### config.mk
export PLATFORM = sky130hd
export DESIGN_NAME = spsi_mul
export DESIGN_NICKNAME = d
export VERILOG_FILES = /design/src/sv/spsi_pkg.sv /design/src/sv/spsi_mul.sv
export SDC_FILE = /design/constraint.sdc
export NUM_CORES = 1
export LEC_CHECK = 0
export CAP_MARGIN = 30
export CORE_MARGIN = 2
export CORE_UTILIZATION = 70
export CTS_BUF_LIST = sky130_fd_sc_hd__clkbuf_8
export DETAILED_ROUTE_END_ITERATION = 6
export DONT_BUFFER_PORTS = 1
export PLACE_DENSITY = 0.87
export SETUP_SLACK_MARGIN = 0.02
export SLEW_MARGIN = 40
export SYNTH_ARGS = -nofsm -noshare
export SYNTH_HDL_FRONTEND = slang
export SYNTH_SLANG_ARGS = --single-unit
### constraint.sdc
create_clock -name clk -period 8 [get_ports clk]
set_input_delay 0.8 -clock clk [delete_from_list [all_inputs] [get_ports clk]]
set_output_delay 0.8 -clock clk [all_outputs]
set_load 0.01 [all_outputs]
### src/sv/spsi_pkg.sv
// Shared types and constants for the seismic packet segment indexer.
// No dependencies; imported by every module of the block.
`default_nettype none
package spsi_pkg;

    localparam int MUL_X_W = 64;
    localparam int MUL_Y_W = 48;
    localparam int MUL_P_W = MUL_X_W + MUL_Y_W;
    localparam int NSP_W   = 70;   // 40-bit count times 1e9
    localparam int CMP_W   = 128;

    localparam int DEF_RATE_FRAC_BITS = 16;
    localparam int DEF_OFFSET_WIDTH   = 48;

    localparam logic [MUL_Y_W-1:0] NS_PER_S = 48'd1000000000;
    localparam logic [63:0] SIGN64 = 64'h8000_0000_0000_0000;
    localparam logic [63:0] MAXPOS = 64'h7FFF_FFFF_FFFF_FFFF;
    localparam logic [39:0] CNT_MAX = 40'hFF_FFFF_FFFF;

    localparam logic [1:0] ACT_RECORD   = 2'd0;
    localparam logic [1:0] ACT_END      = 2'd1;
    localparam logic [1:0] ACT_ERROR    = 2'd2;
    localparam logic [1:0] ACT_RESERVED = 2'd3;

    localparam logic [1:0] KIND_BREAK = 2'd0;
    localparam logic [1:0] KIND_EMPTY = 2'd3;

    typedef enum logic [3:0] {
        ST_IDLE,
        ST_DECIDE,
        ST_TA_GO,
        ST_TA_WAIT,
        ST_TB_GO,
        ST_TB_WAIT,
        ST_TCMP,
        ST_E_START,
        ST_E_MUL_WAIT,
        ST_E_DIV_GO,
        ST_E_DIV_WAIT,
        ST_E_SAT,
        ST_OUT,
        ST_UPD
    } state_t;

endpackage
`default_nettype wire

### src/sv/spsi_mul.sv
// Shared shift-add multiplier, one multiplier bit per cycle.
// Depends on spsi_pkg for operand widths.
`default_nettype none
module spsi_mul
    import spsi_pkg::*;
(
    input  wire logic               clk,
    input  wire logic               rst_n,
    input  wire logic               start,
    input  wire logic [MUL_X_W-1:0] x,
    input  wire logic [MUL_Y_W-1:0] y,
    output logic                    done,
    output logic [MUL_P_W-1:0]      p
);

    localparam int CNT_W = $clog2(MUL_Y_W);

    logic [MUL_P_W-1:0] mcand_reg;
    logic [MUL_Y_W-1:0] mplier_reg;
    logic [MUL_P_W-1:0] acc_reg;
    logic [CNT_W-1:0]   cnt_reg;
    logic               busy_reg;
    logic               done_reg;

    always_ff @(posedge clk or negedge rst_n)
    begin
        if (!rst_n)
        begin
            busy_reg <= 1'b0;
            done_reg <= 1'b0;
            cnt_reg  <= '0;
        end
        else
        begin
            done_reg <= 1'b0;
            if (start)
            begin
                busy_reg <= 1'b1;
                cnt_reg  <= '0;
            end
            else if (busy_reg)
            begin
                cnt_reg <= cnt_reg + 1'b1;
                if (cnt_reg == CNT_W'(MUL_Y_W - 1))
                begin
                    busy_reg <= 1'b0;
                    done_reg <= 1'b1;
                end
            end
        end
    end

    always_ff @(posedge clk)
    begin
        if (start)
        begin
            mcand_reg  <= MUL_P_W'(x);
            mplier_reg <= y;
            acc_reg    <= '0;
        end
        else if (busy_reg)
        begin
            if (mplier_reg[0])
                acc_reg <= acc_reg + mcand_reg;
            mcand_reg  <= {mcand_reg[MUL_P_W-2:0], 1'b0};
            mplier_reg <= {1'b0, mplier_reg[MUL_Y_W-1:1]};
        end
    end

    assign done = done_reg;
    assign p    = acc_reg;

endmodule
`default_nettype wire

==> impl_results.md <==
- Grt total ovfl: 0
- Power Dens Cells: 241 nW/um2
- Sink Count: between 200 and 300
- Synthesized net count: roughly 2,200
- # setup viols final: 0
- Post-route ant nets: 0
- Max Fclk: about 260 MHz
- CP endpoint kind: flop
- Setup Fix Bufs, Post-CTS: 0
- Final Max Tran Viols: 0
- PortBufs: 0
- Startpoint Class: flop
- Total power: 4.47 mW
- Detailed-route DRC error count: 0
- Synth async-reset ratio: around 2.9%
- Most frequently used flop master after synthesis: dfxtp_1
- Worst-path clk slew: approximately 0.070 ns
- Synth top area cells: edfxtp_1 19%, dfxtp_1 18%, ha_1 8.0%
- GRT Overall Usage: about a third
- Placed Area: 17,600 um2
- Sequential-to-total area share from yosys stat: between 30% and 40%
- Worst reg2reg startpoint: p[0]
- Top-count cell post-synth: nand2_1
- I/O pins: around 230
- Cell count of the worst hold path: 1
- Nets: roughly 2,100
- Die area: around 26,000 um2
- Post-DP HPWL: roughly 32 mm
- Pint: 2.85 mW
- Post-Syn Instances: approximately 1,900
- Seq pwr share: 40.8%
- Syn. warnings: 0
- WP data required: roughly 8.5 ns
- Final hold violations: 0
- Synth Area per Inst: 8.99 um2
- DR pass1 iterations: 5
- First-pass GRT wire length: approximately 73 mm
- Relative slew slack: a little under 50%
- Comb power frac: a little under a third
- Post-synth EDFFs: about 110
- R2R depth: 13
- Hold path endpoint: p[1]
- # Max-Cap Violations: 0
- Width of the die: approximately 160 um
- Final Cycle Share: a little under half
- Crit Path Category: reg -> reg
- Pin count of the biggest net entering global routing: 233
- Share of the synthesized area in the top cell type: between 10% and 20%
- Outcome: complete, no violations
- Netlist cell types: between 90 and 100
- Critical path data arrival time: 4.25 ns
- Vias/cell: ~6.5
- Antenna violations before repair: 0
- Flops & latches, synth: 280
- Mapped Area: around 17,000 um2
- Starting Density: a little under three quarters
- Crit. Startpoint: p[0]
- Worst R2R Setup Slack: between 4 and 5 ns
- Total leakage power: approximately 7.6 nW
- Net Sw Power: 1.62 mW
- H-tree levels: 2
- Clock Skew: approximately 0.037 ns
- Root buf cell: clkbuf_8
- Setup tns final: 0 ns
- Design area: 18,500 um2
- Worst slew pin tran: around 0.77 ns
- Area leader, netlist: edfxtp_1
- Hold/Removal Path Class: in -> reg
- Min-delay src: start
- Worst skew pair latency: between 0.5 and 0.6 ns
- Minimum clock period: 3.79 ns
- Vias: ~15,000
- Clock share of power: ~29%
- Synth-to-layout area growth: 6.00%
- Wire per inst: approximately 20 um
- Die height: 162 um
- Layout cells sized above 1: 12.1%
- CP Max Fanout: 4
- Fill cells: 1,757
- Max IR drop VDD: 0.200 mV
- Num rows: 57
- First DRT Iteration DRCs: roughly 1,200
- Routed WL: approximately 46 mm
- Total CTS buffers: between 40 and 50
- Antenna cells: 0
- Commonest cells post-synth: 280 x nand2_1, 229 x a21oi_1, 176 x nor2_1
- Core area: ~24,000 um2
- Switching power share of the total: approximately 36%
- CTS max path bufs: 3
- Final RePlAce weighted congestion: between 0.9 and 1
- CTS tree: done
- Worst r2r dst: p[110]
- Vias in the first global route: between 10,000 and 15,000
- RSZ-0062 raised after global routing: no
==> worst max-delay path: stages, from the launching register on <==
cell,delay (ns)
dfxtp_1,0.39
ha_1,0.28
fa_1,0.44
a211oi_1,0.27
o21bai_1,0.14
a31oi_1,0.35
o2bb2ai_1,0.23
o2111ai_1,0.29
o211ai_2,0.21
a31oi_2,0.36
o21bai_1,0.18
a21oi_1,0.19
xor2_1,0.08
a211oi_1,0.26
==> layer usage <==
metal | global-route usage, % | vias up | wire (um)
li1 | - | 7007 | -
met1 | 44.1 | 6981 | 19200
met2 | 56.0 | 685 | 21200
met3 | 8.45 | 116 | 4260
met4 | 11.7 | 0 | 1380
met5 | 0 | - | 0
==> power by group through the flow <==
| stage | combinational [mW] | clock (mW) | sequential (mW) |
|---|---|---|---|
| 2_1_floorplan | 1.05 | 0 | 1.80 |
| 3_3_place_gp | 1.28 | 0 | 1.84 |
| 3_5_place_dp | 1.30 | 0 | 1.85 |
| 4_1_cts | 1.32 | 1.31 | 1.82 |
| 5_1_grt | 1.48 | 1.37 | 1.84 |
| 6_report | 1.36 | 1.29 | 1.82 |
==> worst max-delay path by stage <==
stage          cells past startpoint  slack, ns           end
2_1_floorplan                      5       3.66  mcand_reg[0]
3_3_place_gp                       7       4.07         p[73]
3_5_place_dp                      13       4.31        p[110]
4_1_cts                           13       4.22        p[110]
5_1_grt                           13       3.94        p[110]
6_report                          13       4.21        p[110]
==> area by class of cell <==
class	count	area (um2)	area share [%]
tap	324	405	2.19
timing repair buffer	7	62.6	0.337
clock inverter	27	181	0.978
multi-input combinational	1542	10300	55.3
clock buffer	55	757	4.08
inverter	29	111	0.601
sequential	280	6770	36.5
==> through the flow <==
stage          hold WS, ns  utilization [%]  std cells  setup slack [ns]
2_1_floorplan        0.485                -       1947              3.66
3_3_place_gp         0.501             71.9       2181              4.07
3_5_place_dp         0.505             71.9       2181              4.31
4_1_cts              0.262             75.8       2264              4.22
5_1_grt              0.260             75.8       2264              3.94
6_report             0.319             75.8       2264              4.21
==> layout by cell type, fill, tap and decap left out, drive strengths merged, types with 9 or more instances in the layout <==
cell,n
ha,112
nor3,20
xnor2,62
nor2b,10
nor2,178
inv,49
nand3,16
xor2,39
or3,11
nand4,53
a21oi,231
o211ai,9
o21bai,25
edfxtp,112
a211oi,16
mux2i,51
dfxtp,160
nand2,281
o21ai,154
o21a,9
mux2,111
a21o,43
clkbuf,55
a31oi,12
==> logic make-up after synthesis <==
| logic type | share of synthesized area, % |
|---|---|
| xor+xnor | 5.06 |
| buf+inv | 2.77 |
| compound gates | 19.9 |
| mux | 10.1 |
| fa+ha+maj | 8.12 |
| simple gates | 15.4 |
| flops | 38.7 |
==> timing repair <==
item                                   CTS  global route
endpoints found under the hold margin    8             0
hold buffers                             1             0
gates resized for setup                  0             0
No activity file was read; power rests on OpenSTA's default activity.
