[config.mk]
export PLATFORM = sky130hd
export DESIGN_NAME = spsi_div
export DESIGN_NICKNAME = d
export VERILOG_FILES = /design/src/sv/spsi_pkg.sv /design/src/sv/spsi_div.sv
export SDC_FILE = /design/constraint.sdc
export NUM_CORES = 1
export LEC_CHECK = 0
export ABC_CLOCK_PERIOD_IN_PS = 2800
export BUFFER_PORTS_ARGS = -buffer_cell sky130_fd_sc_hd__buf_2
export CELL_PAD_IN_SITES_DETAIL_PLACEMENT = 1
export CELL_PAD_IN_SITES_GLOBAL_PLACEMENT = 1
export CORE_UTILIZATION = 39
export CTS_CLUSTER_SIZE = 12
export DETAILED_ROUTE_END_ITERATION = 8
export PLACE_DENSITY_LB_ADDON = 0.1
export SLEW_MARGIN = 30
export SYNTH_ARGS = -nofsm -noshare
export SYNTH_HDL_FRONTEND = slang
export SYNTH_SLANG_ARGS = --single-unit
export TNS_END_PERCENT = 30
[constraint.sdc]
create_clock -name clk -period 2.8 [get_ports clk]
set_input_delay 0.14 -clock clk [delete_from_list [all_inputs] [get_ports clk]]
set_output_delay 0.14 -clock clk [all_outputs]
set_load 0.1 [all_outputs]
[src/sv/spsi_pkg.sv]
// Shared types and constants for the seismic packet segment indexer.
// No dependencies; imported by every module of the block.
`default_nettype none
package spsi_pkg;

    localparam int MUL_X_W = 64;
    localparam int MUL_Y_W = 48;
    localparam int MUL_P_W = MUL_X_W + MUL_Y_W;
    localparam int NSP_W   = 70;   // 40-bit count times 1e9
    localparam int CMP_W   = 128;

    localparam int DEF_RATE_FRAC_BITS = 16;
    localparam int DEF_OFFSET_WIDTH   = 48;

    localparam logic [MUL_Y_W-1:0] NS_PER_S = 48'd1000000000;
    localparam logic [63:0] SIGN64 = 64'h8000_0000_0000_0000;
    localparam logic [63:0] MAXPOS = 64'h7FFF_FFFF_FFFF_FFFF;
    localparam logic [39:0] CNT_MAX = 40'hFF_FFFF_FFFF;

    localparam logic [1:0] ACT_RECORD   = 2'd0;
    localparam logic [1:0] ACT_END      = 2'd1;
    localparam logic [1:0] ACT_ERROR    = 2'd2;
    localparam logic [1:0] ACT_RESERVED = 2'd3;

    localparam logic [1:0] KIND_BREAK = 2'd0;
    localparam logic [1:0] KIND_EMPTY = 2'd3;

    typedef enum logic [3:0] {
        ST_IDLE,
        ST_DECIDE,
        ST_TA_GO,
        ST_TA_WAIT,
        ST_TB_GO,
        ST_TB_WAIT,
        ST_TCMP,
        ST_E_START,
        ST_E_MUL_WAIT,
        ST_E_DIV_GO,
        ST_E_DIV_WAIT,
        ST_E_SAT,
        ST_OUT,
        ST_UPD
    } state_t;

endpackage
`default_nettype wire

[src/sv/spsi_div.sv]
// Restoring divider, one quotient bit per cycle, 48-bit divisor.
// Depends on spsi_pkg for the divisor width.
`default_nettype none
module spsi_div
    import spsi_pkg::*;
#(
    parameter int NUM_W = NSP_W + DEF_RATE_FRAC_BITS
)
(
    input  wire logic               clk,
    input  wire logic               rst_n,
    input  wire logic               start,
    input  wire logic [NUM_W-1:0]   num,
    input  wire logic [MUL_Y_W-1:0] den,
    output logic                    done,
    output logic [NUM_W-1:0]        q
);

    localparam int CNT_W = $clog2(NUM_W);

    logic [NUM_W-1:0]   num_reg;   // numerator shifts out, quotient shifts in
    logic [MUL_Y_W-1:0] rem_reg;
    logic [MUL_Y_W-1:0] den_reg;
    logic [CNT_W-1:0]   cnt_reg;
    logic               busy_reg;
    logic               done_reg;
    logic [MUL_Y_W:0]   sh;
    logic [MUL_Y_W:0]   diff;
    logic               qbit;

    always_comb
    begin
        sh   = {rem_reg, num_reg[NUM_W-1]};
        diff = sh - {1'b0, den_reg};
        qbit = (sh >= {1'b0, den_reg});
    end

    always_ff @(posedge clk or negedge rst_n)
    begin
        if (!rst_n)
        begin
            busy_reg <= 1'b0;
            done_reg <= 1'b0;
            cnt_reg  <= '0;
        end
        else
        begin
            done_reg <= 1'b0;
            if (start)
            begin
                busy_reg <= 1'b1;
                cnt_reg  <= '0;
            end
            else if (busy_reg)
            begin
                cnt_reg <= cnt_reg + 1'b1;
                if (cnt_reg == CNT_W'(NUM_W - 1))
                begin
                    busy_reg <= 1'b0;
                    done_reg <= 1'b1;
                end
            end
        end
    end

    always_ff @(posedge clk)
    begin
        if (start)
        begin
            num_reg <= num;
            rem_reg <= '0;
            den_reg <= den;
        end
        else if (busy_reg)
        begin
            rem_reg <= qbit ? diff[MUL_Y_W-1:0] : sh[MUL_Y_W-1:0];
            num_reg <= {num_reg[NUM_W-2:0], qbit};
        end
    end

    assign done = done_reg;
    assign q    = num_reg;

endmodule
`default_nettype wire

==> results of run 1 <==
-- worst min-delay path by stage --
stage | start | endpoint | slack, ns | depth (start not counted)
global route | num[82] | q[82] | -0.001 | 2
detailed placement | rst_n | cnt_reg[5] | 0.006 | 1
global placement | rst_n | cnt_reg[5] | 0.008 | 1
CTS | num[54] | q[54] | 0.00007 | 2
finish | num[82] | q[82] | 0.01 | 2
floorplan | rst_n | busy_reg | -0.16 | 0
-- worst max-delay path: stages (launching register included) --
cell	delay [ns]
edfxtp_1	0.42
inv_2	0.09
ha_4	0.13
inv_2	0.03
fa_2	0.34
a21o_1	0.19
a221o_1	0.38
a21oi_4	0.24
o31ai_4	0.10
nand3_2	0.12
nor4b_4	0.27
buf_4	0.17
nor2_2	0.03
nor2_2	0.16
nor3_2	0.06
a211o_1	0.26
-- cell usage in the layout (no fill, tap or decap), drive strengths merged, types with 38 or more instances in the layout --
cell / count
ha: 50
buf: 393
nand2: 67
dlygate4sd3: 129
a211oi: 38
nor2: 89
edfxtp: 134
a21oi: 64
dfxtp: 48
mux2: 87
o21ai: 46
inv: 69
-- repair_timing --
item	CTS	global route
pin swaps	35	25
endpoints found under the hold margin	136	1
endpoints found under the setup margin	48	49
hold buffers	128	1
gates resized for setup	46	49
cloned	5	2
setup buffers	15	10
-- stage by stage --
stage | instance area, um^2 | util | setup WS, ns | instances
floorplan | 10660 | - | -0.5091 | 979
finish | 15770 | 0.6002 | -0.3072 | 1824
global route | 15770 | 0.6002 | -0.3851 | 1824
detailed placement | 13040 | 0.4962 | -0.2983 | 1629
global placement | 13040 | 0.4962 | -0.2296 | 1629
CTS | 15390 | 0.5856 | -0.2222 | 1809
-- layer usage --
metal,global-route usage,up-vias
met5,0,-
met4,0.08535,2
met3,0.06583,56
met2,0.5077,253
met1,0.3221,4803
li1,-,4592
-- layout make-up --
cell class	count	area (um^2)	share of cell area
well taps	335	419.2	0.02657
repair buffers	524	3985	0.2526
diodes	2	5.005	0.0003173
clock inverters	14	127.6	0.008091
inverters	64	241.5	0.01531
multi-input cells	676	5355	0.3395
flip-flops and latches	191	5211	0.3304
clock buffers	18	429.2	0.02721
-- report_power, final --
group | internal [mW] | switching, mW
Sequential | 3.53 | 0.387
Combinational | 3.61 | 4.42
Clock | 1.17 | 1.27
Total | 8.32 | 6.08
-- cells by family (layout without fill, tap and decap cells) --
kind of cell | after synthesis | after routing
xor+xnor | 42 | 42
buf+inv | 112 | 620
simple gates | 236 | 236
mux | 115 | 115
fa+ha+maj | 51 | 51
flops | 191 | 191
other cells | 0 | 2
compound gates | 232 | 232
==> metrics, run 1 <==
outcome complete, but fails checks; violated checks DRC, setup timing; Leakage 6.918 nW; CTS H-tree lvls 4; largest net degree at the start of global routing 87; top cell type's share of synthesized area 0.3817; Peak supply drop 0.0005014 V; Total GRT Usage 0.2788; synth warn 0; Slew Limit Fails 0; worst-skew pair later-pin latency 0.46 ns; post-synth top area cell edfxtp_1; Clock transition at path regs 0.09 ns; placed wire-length estimate 23650 um; gr ovfl total 0; DR WL/cell 21.55 um; filler instances 2841; vias in the first global route 10739; Initial Util 0.4012; worst hold-check slack 0.009920 ns; Worst-Margin Slew 0.8371 ns; worst hold path class in -> reg; initial antenna violation count 3; Die W 166.4 um; max reg flops 86; Synth Flop Type edfxtp_1; global-route wire length before repair 59660 um; crit path capture type register; layout cells sized above 1 0.4082; clock sinks 191; average cell area after synthesis 10.77 um^2; CP required 3.15 ns; via count 9706; fraction of registers with async set/reset 0.04712; unique cell type count in the Yosys netlist 62; fin crit period 3.107 ns; routed wl met3 1929 um; Avg Vias per Cell 5.321; Post-DRT Antenna Nets 0; Seq/Total Area, Yosys 0.4942; most frequent cells after synthesis edfxtp_1, nor2_1, mux2_2; post-synthesis compound-gate area fraction 0.1418; R2R setup slack -0.31 ns; dominant cells by area after synthesis edfxtp_1, mux2_2, dfxtp_1, ha_1, nor2_1; IO Port Bufs 223; # setup viols final 47; R2R Path End rem_reg[42]; reg-to-reg critical path startpoint q[85]; period utilization 1.110; mux share of post-synthesis cell area 0.1195; # rows 59; Die Area 27690 um^2; setup_tns -6.172 ns; die height 166.4 um; Met1 Wirelength 16110 um; CTS tree built; Synth Net Count 1167; worst-path maximum fanout 3; DRC errors left 9; CP arrival 3.46 ns; synthesized-area fraction occupied by and/or/nand/nor cells 0.1023; routed wire length 39300 um; clk buf depth 2; xor and xnor fraction of the mapped netlist area 0.03489; First-pass DRT Iterations 6; largest family of logic cells by synthesized area compound AO/OA/AOI/OAI gates; Adder-Cell Fraction of Synth Area 0.06124; R2R depth 15; fmax 0.3218 GHz; startpoint types register; top layer in use met5; GP Congestion 0.8292; CTS buffer count 17; DRC marker count from the first detailed-route iteration 484; Clock Skew 0.02912 ns; Pwr Density 912.9 nW/um^2; WS Path Type reg -> reg; endpoints failing hold 0; Ports 224; headroom to the max-slew limit 0.4419; gate count of the mapped netlist 979; Final Worst Setup Slack -0.3072 ns; count leader, synth edfxtp_1; Final nets 1662; Critical Path Sink rem_reg[42]; synthesized area 10540 um^2; Synth Register Bits 191; Post-synth EDFFs 134; worst setup path start q[85]; root buffer cell clkbuf_16; Area growth syn-to-layout 49.62%; RSZ-0062 raised after global routing yes; core area 26280 um^2; max-cap viol count 0; Total Power 14.40 mW; wire length on met2 20340 um
Note: power is estimated with default switching activity, not from simulation.
==> inputs of run 2 (changes only) <==
--- a/config.mk
+++ b/config.mk
@@ -13,6 +13,7 @@
 export CTS_CLUSTER_SIZE = 12
 export DETAILED_ROUTE_END_ITERATION = 8
 export PLACE_DENSITY_LB_ADDON = 0.1
+export SETUP_SLACK_MARGIN = 0.05
 export SLEW_MARGIN = 30
 export SYNTH_ARGS = -nofsm -noshare
 export SYNTH_HDL_FRONTEND = slang
==> run 2 against run 1 <==
Compared with the run above: core utilization fell by 0.60 points; largest cell class unchanged; non-clock buffer count decreased by 8; largest power group unchanged; the run still ends with DRC, setup timing left; sequential power is essentially flat.
==> metrics, run 2 (same netlist as run 1, synthesis figures left out) <==
CP required 3.15 ns (about the same); Pwr Density 905.5 nW/um^2 (-0.81%); die height 166.4 um (unchanged); violated checks DRC, setup timing; R2R depth 14 (-1); Clock transition at path regs 0.09 ns (about the same); Die W 166.4 um (unchanged); CTS tree built; Leakage 6.861 nW (-0.82%); headroom to the max-slew limit 0.4622 (+0.02032); critical path's largest stage delay 0.41 ns (about the same); worst-path maximum fanout 3 (unchanged); outcome complete, but fails checks; Final nets 1654 (-0.48%); Clock Skew 0.02822 ns (-0.0009045 ns); delay-heaviest family, CP compound AO/OA/AOI/OAI gates; vias in the first global route 10714 (-0.23%); Total GRT Usage 0.2770 (-0.001725); CP arrival 3.49 ns (+0.03 ns); clock sinks 191 (unchanged); Post-DRT Antenna Nets 0 (unchanged); DR WL/cell 21.35 um (-0.91%); CTS H-tree lvls 4 (unchanged); fin crit period 3.146 ns (+0.03883 ns); Worst Hold Launch num[82]; CTS buffer count 17 (unchanged); Hold Path Depth 2 (unchanged); crit-path cells inv_2, ha_4, inv_2, fa_2, a21o_1, a221o_1, a21oi_4, o31ai_4, nand3_2, nor4b_4, o311ai_0, a21oi_1, xor2_1, o21ai_0; largest net degree at the start of global routing 87 (unchanged); WS Path Type reg -> reg; Ports 224 (unchanged); initial antenna violation count 3 (unchanged); routed wire length 38780 um (-1.3%); Buf/Inv on CP 2 (-1); layout cells sized above 1 0.3982 (-0.009962); placed wire-length estimate 23650 um (unchanged); root buffer cell clkbuf_16; cell repeated most along the worst path inv_2; R2R setup slack -0.35 ns (-0.04 ns); most frequent cells in the layout buf_2, buf_4, edfxtp_1; period utilization 1.124 (+0.01387); pre-CTS setup slack -0.2983 ns (unchanged); Final Worst Setup Slack -0.3460 ns (-0.03883 ns); global-route wire length before repair 59410 um (-0.43%); endpoints failing hold 0 (unchanged); crit path capture type register; setup_tns -4.503 ns (+1.668 ns); filler instances 2840 (-0.035%); max-cap viol count 0 (unchanged); core area 26280 um^2 (unchanged); clk buf depth 2 (unchanged); Area growth syn-to-layout 48.11%; R2R Path End rem_reg[46]; final instance area 15620 um^2 (-1.0%); worst-skew pair later-pin latency 0.46 ns (about the same); gr ovfl total 0 (unchanged); Worst-Margin Slew 0.8067 ns (-0.03048 ns); # rows 59 (unchanged); hold endpoint q[82]; commonest non-fill, non-tap cell in the layout buf_2; Initial Util 0.4012 (unchanged); Peak supply drop 0.0004985 V (-0.59%); area post-placement 13040 um^2 (unchanged); RSZ-0062 raised after global routing yes; reg-to-reg critical path startpoint q[85]; Slowest cell on crit path edfxtp_1; Total Power 14.14 mW (-1.8%); startpoint types register; Slew Limit Fails 0 (unchanged); GP Congestion 0.8292 (unchanged); Avg Vias per Cell 5.296 (-0.47%); max reg flops 86 (unchanged); # setup viols final 45 (-4.3%); worst hold path class in -> reg; DRC errors left 9 (unchanged); via count 9618 (-0.91%); fmax 0.3179 GHz (-1.2%); DRC marker count from the first detailed-route iteration 439 (-9.3%); First-pass DRT Iterations 7 (+1); Die Area 27690 um^2 (unchanged); IO Port Bufs 223 (unchanged)
run 2: changes by cell type in the layout (fill, tap and decap cells not counted), moves of 3 or more:
cell,change
a21oi_2,+3
o21ai_1,+9
buf_4,-4
o21ai_0,-3
o21ai_2,-6
nand2_1,+5
nand2_2,-6
run 2: layer usage:
layer  routed length [um]  vias up  global-route usage  part of all wire
met5                   11        -                   0           0.00028
met4                  976        2             0.08655             0.025
met3                 1881       58             0.06464             0.049
met2                20060      255              0.5040              0.52
met1                15850     4734              0.3204              0.41
li1                     -     4569                   -                 -
run 2: layout make-up:
type	count	area (um^2)	share of cell area
Inverter	64	241.5	0.01546
Clock inverter	14	127.6	0.008173
Tap cell	335	419.2	0.02684
Timing Repair Buffer	516	3859	0.2471
Antenna cell	2	5.005	0.0003205
Multi-Input combinational cell	676	5323	0.3409
Clock buffer	18	429.2	0.02748
Sequential cell	191	5211	0.3337
run 2: how the worst max path moves through the flow:
stage | depth (start not counted) | to | start | slack, ns
finish | 14 | rem_reg[46] | q[85] | -0.35
global route | 14 | rem_reg[46] | q[85] | -0.46
CTS | 15 | rem_reg[44] | q[85] | -0.22
detailed placement | 14 | rem_reg[28] | q[85] | -0.30
global placement | 13 | rem_reg[41] | den_reg[1] | -0.23
floorplan | 14 | rem_reg[16] | q[85] | -0.51
run 2: power by group:
part / leakage [nW] / total (mW) / internal [mW] / switching, mW
Clock: 0.270 / 2.44 / 1.17 / 1.27
Combinational: 4.70 / 7.77 / 3.45 / 4.32
Sequential: 1.89 / 3.92 / 3.53 / 0.388
run 2: what timing repair did:
action                                  in CTS  in global routing
cloned                                       4                  0
endpoints found under the setup margin      49                 49
hold buffers                               128                  1
gates resized for setup                     46                 45
pin swaps                                   36                 19
endpoints found under the hold margin      136                  1
setup buffers                               12                  9
run 2: per-stage QoR:
| stage | utilization | hold WS, ns | cells |
|---|---|---|---|
| after CTS | 0.5836 | 0.00006742 | 1805 |
| after global routing | 0.5942 | -0.001736 | 1816 |
| after floorplan | - | -0.1556 | 979 |
| after detailed placement | 0.4962 | 0.005687 | 1629 |
| after global placement | 0.4962 | 0.008459 | 1629 |
| final | 0.5942 | 0.009320 | 1816 |
run 2: worst register-to-register path, stage by stage (launching register included):
cell and delay [ns]:
edfxtp_1 0.41, inv_2 0.09, ha_4 0.13, inv_2 0.03, fa_2 0.34, a21o_1 0.19
a221o_1 0.38, a21oi_4 0.22, o31ai_4 0.09, nand3_2 0.12, nor4b_4 0.26, o311ai_0 0.20
a21oi_1 0.24, xor2_1 0.22, o21ai_0 0.11
